File: src/rtl/core/jet_pkg.sv
// Shared types and constants for the Julia escape-time core.
package jet_pkg;

  // Screen size, each a power of two
  localparam int unsigned VIEW_WIDTH  = 1024;
  localparam int unsigned VIEW_HEIGHT = 1024;

  // Fixed-point formats: z and c are Q3.28
  localparam int unsigned FRAC_BITS = 28;
  localparam int unsigned ZW        = 31;               // stored z component
  localparam int unsigned PW        = 61;               // registered product
  localparam int unsigned SW        = 62;               // Q6.56 sum
  localparam int unsigned NW        = SW - FRAC_BITS;   // floored new component

  // Pixel to coordinate step: 4 / size in Q3.28 is 2^(30 - log2(size))
  localparam int unsigned X_SHIFT = 30 - $clog2(VIEW_WIDTH);
  localparam int unsigned Y_SHIFT = 30 - $clog2(VIEW_HEIGHT);

  // Constants -2 (Q3.28), 2 (Q6.28) and 4 (Q5.56)
  localparam logic signed [ZW-1:0] MINUS_TWO_Q = -(ZW'(1) <<< 29);
  localparam logic signed [NW-1:0] TWO_Q       = NW'(1) <<< 29;
  localparam logic [PW-1:0]        FOUR_Q56    = PW'(1) << 58;

  // Point queue between front and back
  localparam int unsigned QDEPTH = 2;
  localparam int unsigned QAW    = $clog2(QDEPTH);
  localparam int unsigned QCW    = $clog2(QDEPTH + 1);

  // Register map (index = paddr[3:2])
  localparam int unsigned PAW = 4;
  localparam logic [1:0] REG_C_REAL   = 2'd0;
  localparam logic [1:0] REG_C_IMAG   = 2'd1;
  localparam logic [1:0] REG_MAX_ITER = 2'd2;

  localparam logic [7:0] MAX_ITER_RESET = 8'd50;

  typedef struct packed {
    logic signed [ZW-1:0] c_real;
    logic signed [ZW-1:0] c_imag;
    logic [7:0]           max_iterations;
  } jet_cfg_t;

  typedef struct packed {
    logic signed [ZW-1:0] re;
    logic signed [ZW-1:0] im;
  } jet_point_t;

  // Queue write side
  typedef struct packed {
    logic       valid;
    jet_point_t point;
  } jet_push_t;

  // Queue read side
  typedef struct packed {
    logic       valid;
    jet_point_t point;
  } jet_head_t;

endpackage

File: src/rtl/core/jet_queue.sv
// Short point queue decoupling the front end from the iteration engine.
module jet_queue
  import jet_pkg::*;
(
  input  logic      clk_i,
  input  logic      rst_ni,
  input  jet_push_t push_i,
  output logic      ready_o,
  output jet_head_t head_o,
  input  logic      pop_i
);

  jet_point_t       mem_q [QDEPTH];
  logic [QAW-1:0]   wr_ptr_q, wr_ptr_d;
  logic [QAW-1:0]   rd_ptr_q, rd_ptr_d;
  logic [QCW-1:0]   count_q, count_d;
  logic             do_push, do_pop;

  assign ready_o       = (count_q != QCW'(QDEPTH));
  assign head_o.valid  = (count_q != '0);
  assign head_o.point  = mem_q[rd_ptr_q];

  assign do_push = push_i.valid && ready_o;
  assign do_pop  = pop_i && head_o.valid;

  // Pointer and fill bookkeeping
  always_comb begin
    wr_ptr_d = wr_ptr_q;
    rd_ptr_d = rd_ptr_q;
    count_d  = count_q;
    if (do_push) begin
      wr_ptr_d = (wr_ptr_q == QAW'(QDEPTH - 1)) ? '0 : wr_ptr_q + 1'b1;
    end
    if (do_pop) begin
      rd_ptr_d = (rd_ptr_q == QAW'(QDEPTH - 1)) ? '0 : rd_ptr_q + 1'b1;
    end
    if (do_push && !do_pop) begin
      count_d = count_q + 1'b1;
    end else if (!do_push && do_pop) begin
      count_d = count_q - 1'b1;
    end
  end

  always_ff @(posedge clk_i or negedge rst_ni) begin
    if (!rst_ni) begin
      wr_ptr_q <= '0;
      rd_ptr_q <= '0;
      count_q  <= '0;
    end else begin
      wr_ptr_q <= wr_ptr_d;
      rd_ptr_q <= rd_ptr_d;
      count_q  <= count_d;
    end
  end

  // Entry storage
  always_ff @(posedge clk_i) begin
    if (do_push) begin
      mem_q[wr_ptr_q] <= push_i.point;
    end
  end

endmodule

File: config.mk
export PLATFORM = sky130hd
export DESIGN_NAME = jet_queue
export DESIGN_NICKNAME = d
export VERILOG_FILES = /design/src/rtl/core/jet_pkg.sv /design/src/rtl/core/jet_queue.sv
export SDC_FILE = /design/constraint.sdc
export NUM_CORES = 1
export LEC_CHECK = 0
export ABC_AREA = 1
export BUFFER_PORTS_ARGS = -buffer_cell sky130_fd_sc_hd__clkbuf_2
export CORE_UTILIZATION = 58
export CTS_BUF_LIST = sky130_fd_sc_hd__clkbuf_8
export DETAILED_ROUTE_END_ITERATION = 8
export GPL_ROUTABILITY_DRIVEN = 1
export MAX_ROUTING_LAYER = met4
export PLACE_DENSITY = 0.94
export SETUP_SLACK_MARGIN = 0.5
export SYNTH_ARGS = -nofsm -noshare
export SYNTH_HDL_FRONTEND = slang
export SYNTH_SLANG_ARGS = --single-unit
File: constraint.sdc
create_clock -name clk_i -period 9.55 [get_ports clk_i]
set_input_delay 0.4775 -clock clk_i [delete_from_list [all_inputs] [get_ports clk_i]]
set_output_delay 0.4775 -clock clk_i [all_outputs]
set_load 0.1 [all_outputs]
==> impl_metrics.csv, run 1 <==
group,metric,value,unit
logic_synthesis,synth_cell_types,14,
logic_synthesis,synth-compound-area-share,0,%
die,dieArea,8590,sq um
sta,tns,0,ps
logic_synthesis,syn-mean-instance-area,13.6,sq um
logic_synthesis,synth_top_family_by_area,"simple AND/OR/NAND/NOR gates",
drt,vias_per_cell,5.03,
final_layout,final_nets,558,
logic_synthesis,netlist_area,4770,sq um
die,ios,130,
drt,dr_total_vias,3050,
sta,rsz0062_at_grt,"false",
drt,ant_nets,0,
die,dieHeight,92.7,microns
setup_path,timing.rr.start,"count_q[0]$_DFFE_PN0P_",
cts,clock-sinks,128,
final_layout,fin_util,74.3,%
final_layout,drive_above_1_share,32.1,%
cts,cts_max_level,4,
die,core_area,7850,sq um
setup_path,crit_family,"buffers and inverters",
final_layout,final_common_cell,"nand2_1",
run,maxCapViolations,0,
placed_design,dp_slack,7190,ps
setup_path,rrSetupSlack,7610,ps
grt,track_usage,21.3,%
final_layout,area_growth,22.3,%
drt,drt-wirelength-per-cell,13.9,microns
setup_path,endpoint_kind,"output pin",
setup_path,max_stage_delay,710,ps
logic_synthesis,netlist_instances,352,
worst_hold_path,hold_class,"input port to register",
sta,finalHoldViolCount,0,
setup_path,crit_path_frequent_cell,"nand2_1",
logic_synthesis,synth_nets,419,
cts,root_buffer,"clkbuf_8",
sta,setup_ws,6760,ps
grt,grt_pass1_wl,13000,microns
setup_path,worstPathMaxFanout,38,
drt,firstDrtPassIters,4,
sta,setup_viol,0,
grt,grt_max_degree,64,
sta,post-route-period-util,29.3,%
grt,grt_overflow,0,
logic_synthesis,synth_xor_area_share,0.367,%
die,start_util,60.8,%
logic_synthesis,synth.yosys.warnings,0,
cts,clkTransAtPathRegs,70,ps
die,fp-row-count,32,
setup_path,path_buf_inv,2,
cts,clk_latency,410,ps
cts,cts_resized,0,
setup_path,cp_cell_sequence,"buf_4, nand2_1, nand2_1, clkbuf_2",
setup_path,crit_type,"register to output pin",
setup_path,crit_path_start,"rd_ptr_q$_DFFE_PN0P_",
cts,numCtsBuffers,17,
worst_hold_path,hp-start,"push_i[11]",
sta,drv_slew,0,
drt,drc,0,
final_layout,nFillCells,526,
placed_design,portBuffers,129,
drt,drtIter0Drc,129,
cts,cts_buffer_depth,2,
sta,period_minus_slack,2790,ps
logic_synthesis,synth-seq-cells,128,
final_layout,final_cell_mix,"nand2_1 (195), clkbuf_2 (129), edfxtp_1 (124)",
logic_synthesis,yosys.area_share.adder,0.262,%
cts,cts_tree,"built",
logic_synthesis,synth-simple-area-share,16.0,%
grt,grt_pass1_vias,2854,
outcome,status,"finished, final reports clean",
sta,fin_skew,9.53,ps
placed_design,hpwl,5380,microns
setup_path,worst_setup_path_start_kind,"register",
logic_synthesis,synthMuxAreaShare,0,%
final_layout,n_antenna_cell,0,
sta,fmax,0.358,GHz
sta,worstMarginPinSlew,764,ps
setup_path,worst_ep_arrival_time,2320,ps
logic_synthesis,ys_seq_area_share,80.1,%
sta,slew-limit-headroom,49.1,%
drt,wl,8430,microns
setup_path,slowest_stage,"dfrtp_2",
grt,antenna_found_initial,0,
setup_path,required,9070,ps
placed_design,place.gp.congestion,0.729,
die,die_x,92.7,microns
[final timing paths]
kind	to	cells after the start
worst min-delay path	mem_q[0][11]$_DFFE_PP_	1
worst max-delay path	head_o[33]	4
min in group asynchronous	count_q[1]$_DFFE_PN0P_	2
worst min register to register	count_q[0]$_DFFE_PN0P_	1
max in group asynchronous	rd_ptr_q$_DFFE_PN0P_	2
worst max register to register	mem_q[1][44]$_DFFE_PP_	5
[layout make-up]
| cell class | count | area [sq um] | area share, % |
|---|---|---|---|
| Sequential cell | 128 | 3820 | 65.6 |
| Multi-Input combinational cell | 204 | 807 | 13.8 |
| Clock inverter | 15 | 130 | 2.23 |
| Inverter | 7 | 31.3 | 0.536 |
| Clock buffer | 17 | 234 | 4.01 |
| Timing Repair Buffer | 133 | 678 | 11.6 |
| Tap cell | 102 | 128 | 2.19 |
[metrics by stage]
stage | instances | cell area (sq um) | hold WS [ps]
after floorplan | 352 | 4770 | 182
after global placement | 573 | 5460 | 292
after detailed placement | 573 | 5460 | 297
after CTS | 606 | 5830 | 226
after global routing | 606 | 5830 | 219
final | 606 | 5830 | 248
[layer usage]
layer	up-vias	global-route usage (%)	part of all wire (%)
li1	1465	-	-
met3	8	7.06	7.0
met4	0	6.67	0.68
met2	125	35.2	52
met5	-	-	0
met1	1452	25.0	41
[flip-flops by register name (all words and copies together), names as in the netlist]
| name | count |
|---|---|
| rd_ptr_q | 1 |
| mem_q | 124 |
| wr_ptr_q | 1 |
| count_q | 2 |
[repair_timing]
| item | CTS | global route |
|---|---|---|
| hold buffers | 1 | 0 |
| buffers inserted | 0 | 0 |
| endpoints found under the hold margin | 4 | 0 |
[cell families (layout without fill, tap and decap cells)]
group / count (synthesis) / after routing
AND/OR/NAND/NOR: 201 / 201
XOR/XNOR: 2 / 2
adder cells (fa/ha/maj): 1 / 1
buffers and inverters: 20 / 172
flip-flops: 128 / 128
[synthesized netlist by cell type, drive strengths merged]
cell type    n  area share (%)
buf         13             2.6
dfrtp        4             2.1
edfxtp     124              78
ha           1            0.26
inv          7            0.66
nand2      196              15
nand3        2            0.21
nand4        1            0.13
nor2         2            0.16
xnor2        1            0.18
xor2         1            0.18
Power of run 1 is not shown: default switching activity piles up to over one toggle a cycle in this logic, so the estimate is an artifact.
==> run 2: changes to the inputs <==
--- a/config.mk
+++ b/config.mk
@@ -7,12 +7,12 @@
 export LEC_CHECK = 0
 export ABC_AREA = 1
 export BUFFER_PORTS_ARGS = -buffer_cell sky130_fd_sc_hd__clkbuf_2
-export CORE_UTILIZATION = 58
+export CORE_UTILIZATION = 49
 export CTS_BUF_LIST = sky130_fd_sc_hd__clkbuf_8
 export DETAILED_ROUTE_END_ITERATION = 8
 export GPL_ROUTABILITY_DRIVEN = 1
 export MAX_ROUTING_LAYER = met4
-export PLACE_DENSITY = 0.94
+export PLACE_DENSITY = 0.85
 export SETUP_SLACK_MARGIN = 0.5
 export SYNTH_ARGS = -nofsm -noshare
 export SYNTH_HDL_FRONTEND = slang
==> constraint.sdc (replaced) <==
create_clock -name clk_i -period 2.5 [get_ports clk_i]
set_input_delay 0.125 -clock clk_i [delete_from_list [all_inputs] [get_ports clk_i]]
set_output_delay 0.125 -clock clk_i [all_outputs]
set_load 0.1 [all_outputs]
==> run 2 against run 1 <==
Net effect:
- die area increased by 18%
- global-route usage increased by 0.89 points
- critical path type unchanged
- worst setup slack got worse by 6200 ps
- core utilization decreased by 1.0 points
- highest routed layer unchanged
- first-iteration DRC count increased by 26%
- largest cell class unchanged
- non-clock buffer count increased by 67
==> impl_metrics.csv, run 2 (same netlist as run 1, synthesis figures left out) <==
group,metric,value,unit
sta,period_minus_slack,1920,ps
drt,drc,0,
final_layout,final_nets,626,
setup_path,endpoint_kind,"output pin",
run,maxCapViolations,0,
cts,numCtsBuffers,17,
grt,grt_max_degree,64,
placed_design,hpwl,5390,microns
grt,grt_overflow,0,
drt,wl,10900,microns
final_layout,final_cells,701,
grt,track_usage,22.2,%
drt,dr_total_vias,3419,
sta,slew-limit-headroom,62.6,%
sta,post-route-period-util,76.7,%
grt,antenna_found_initial,0,
placed_design,place.gp.congestion,0.724,
die,dieArea,10100,sq um
sta,tns,0,ps
setup_path,crit_path_frequent_cell,"nand2_1",
final_layout,final_cell_mix,"nand2_1 (194), edfxtp_1 (124), clkbuf_2 (67)",
setup_path,cp_cell_sequence,"inv_6, nand2_1, nand2_1, clkbuf_4",
cts,cts_tree,"built",
setup_path,max_stage_delay,570,ps
setup_path,required,2380,ps
cts,clkTransAtPathRegs,70,ps
cts,clk_latency,420,ps
setup_path,worstRegToRegCells,8,
die,fp-row-count,35,
worst_hold_path,min_path_cells,3,
setup_path,worstPathMaxFanout,31,
sta,fin_skew,11.3,ps
worst_hold_path,hold_class,"input port to register",
setup_path,path_buf_inv,2,
cts,cts_max_level,4,
die,start_util,51.1,%
final_layout,drive_above_1_share,30.1,%
drt,drtIter0Drc,163,
setup_path,crit_type,"register to output pin",
die,die_x,101,microns
final_layout,top_register,"mem_q",
drt,ant_nets,0,
drt,vias_per_cell,4.88,
sta,worstMarginPinSlew,563,ps
final_layout,final_common_cell,"nand2_1",
grt,grt_pass1_vias,3494,
final_layout,largest_register_ffs,124,
sta,setup_viol,0,
final_layout,fin_util,73.3,%
sta,fmax,0.521,GHz
cts,cts_buffer_depth,2,
final_layout,n_antenna_cell,0,
drt,firstDrtPassIters,6,
cts,clock-sinks,128,
setup_path,crit_family,"buffers and inverters",
grt,grt_pass1_wl,15800,microns
sta,drv_slew,0,
placed_design,placed_cells,601,
die,core_area,9330,sq um
die,ios,130,
sta,rsz0062_at_grt,"false",
final_layout,top_regs,"mem_q (124), count_q (2)",
setup_path,worst_ep_arrival_time,1790,ps
final_layout,area_growth,43.4,%
sta,finalHoldViolCount,0,
outcome,status,"finished, final reports clean",
die,dieHeight,101,microns
setup_path,slowest_stage,"dfrtp_4",
drt,drt-wirelength-per-cell,15.5,microns
setup_path,worst_setup_path_start_kind,"register",
setup_path,worst-path-stages,4,
cts,root_buffer,"clkbuf_8",
placed_design,portBuffers,129,
run 2: cell count changes in the layout (fill, tap and decap cells not counted), moves of 2 or more:
cell,delta
clkbuf_4,+61
nand2_8,+2
dlygate4sd3_1,+63
bufinv_16,+2
buf_6,+2
inv_1,-4
buf_12,+3
clkinv_4,+2
clkbuf_2,-62
run 2: final timing paths:
check                                  startpoint                      to  slack [ps]
setup / recovery             rd_ptr_q$_DFFE_PN0P_               head_o[3]         580
hold / removal                         push_i[62]    wr_ptr_q$_DFFE_PN0P_          40
setup reg to reg           count_q[1]$_DFFE_PN0P_  count_q[1]$_DFFE_PN0P_         880
hold reg to reg            count_q[0]$_DFFE_PN0P_  count_q[0]$_DFFE_PN0P_         550
max in group asynchronous                  rst_ni    rd_ptr_q$_DFFE_PN0P_        2280
min in group asynchronous                  rst_ni  count_q[1]$_DFFE_PN0P_          60
run 2: worst register-to-register path: stages (launching register included):
cell     delay, ps
dfrtp_1        480
inv_1          130
nand2_1        140
nand2_1         90
ha_1           310
inv_1          110
nand3_1        110
nand2_1        100
nand2_1         50
run 2: cell type report:
class | count | area [sq um]
clock buffers | 17 | 234
flip-flops and latches | 128 | 3830
fillers | 589 | 2490
clock inverters | 15 | 193
repair buffers | 200 | 1540
repair inverters | 1 | 8.76
well taps | 129 | 161
multi-input cells | 204 | 837
inverters | 7 | 38.8
run 2: stage by stage:
| step | setup slack, ps | area, sq um | hold slack, ps |
|---|---|---|---|
| 6_report | 581 | 6840 | 38.3 |
| 5_1_grt | 496 | 6840 | 22.4 |
| 4_1_cts | 384 | 6780 | 16.4 |
| 3_3_place_gp | 809 | 5560 | -59.6 |
| 3_5_place_dp | 784 | 5560 | -54.8 |
| 2_1_floorplan | 421 | 4820 | -171 |
run 2: repair_timing:
| item | in CTS | in global routing |
|---|---|---|
| cloned | 0 | 1 |
| endpoints found under the hold margin | 129 | 0 |
| setup buffers | 0 | 3 |
| endpoints found under the setup margin | 62 | 62 |
| hold buffers | 64 | 0 |
| resized for setup | 63 | 6 |
| pin swaps | 0 | 0 |
run 2: per-layer routing:
layer | vias up | wire (microns) | global-route usage [%]
met5 | - | 0 | -
met4 | 0 | 308 | 11.3
met3 | 34 | 627 | 6.31
met2 | 170 | 5830 | 39.6
met1 | 1617 | 4120 | 22.1
li1 | 1598 | - | -
Power of run 2 is left out for the same reason.
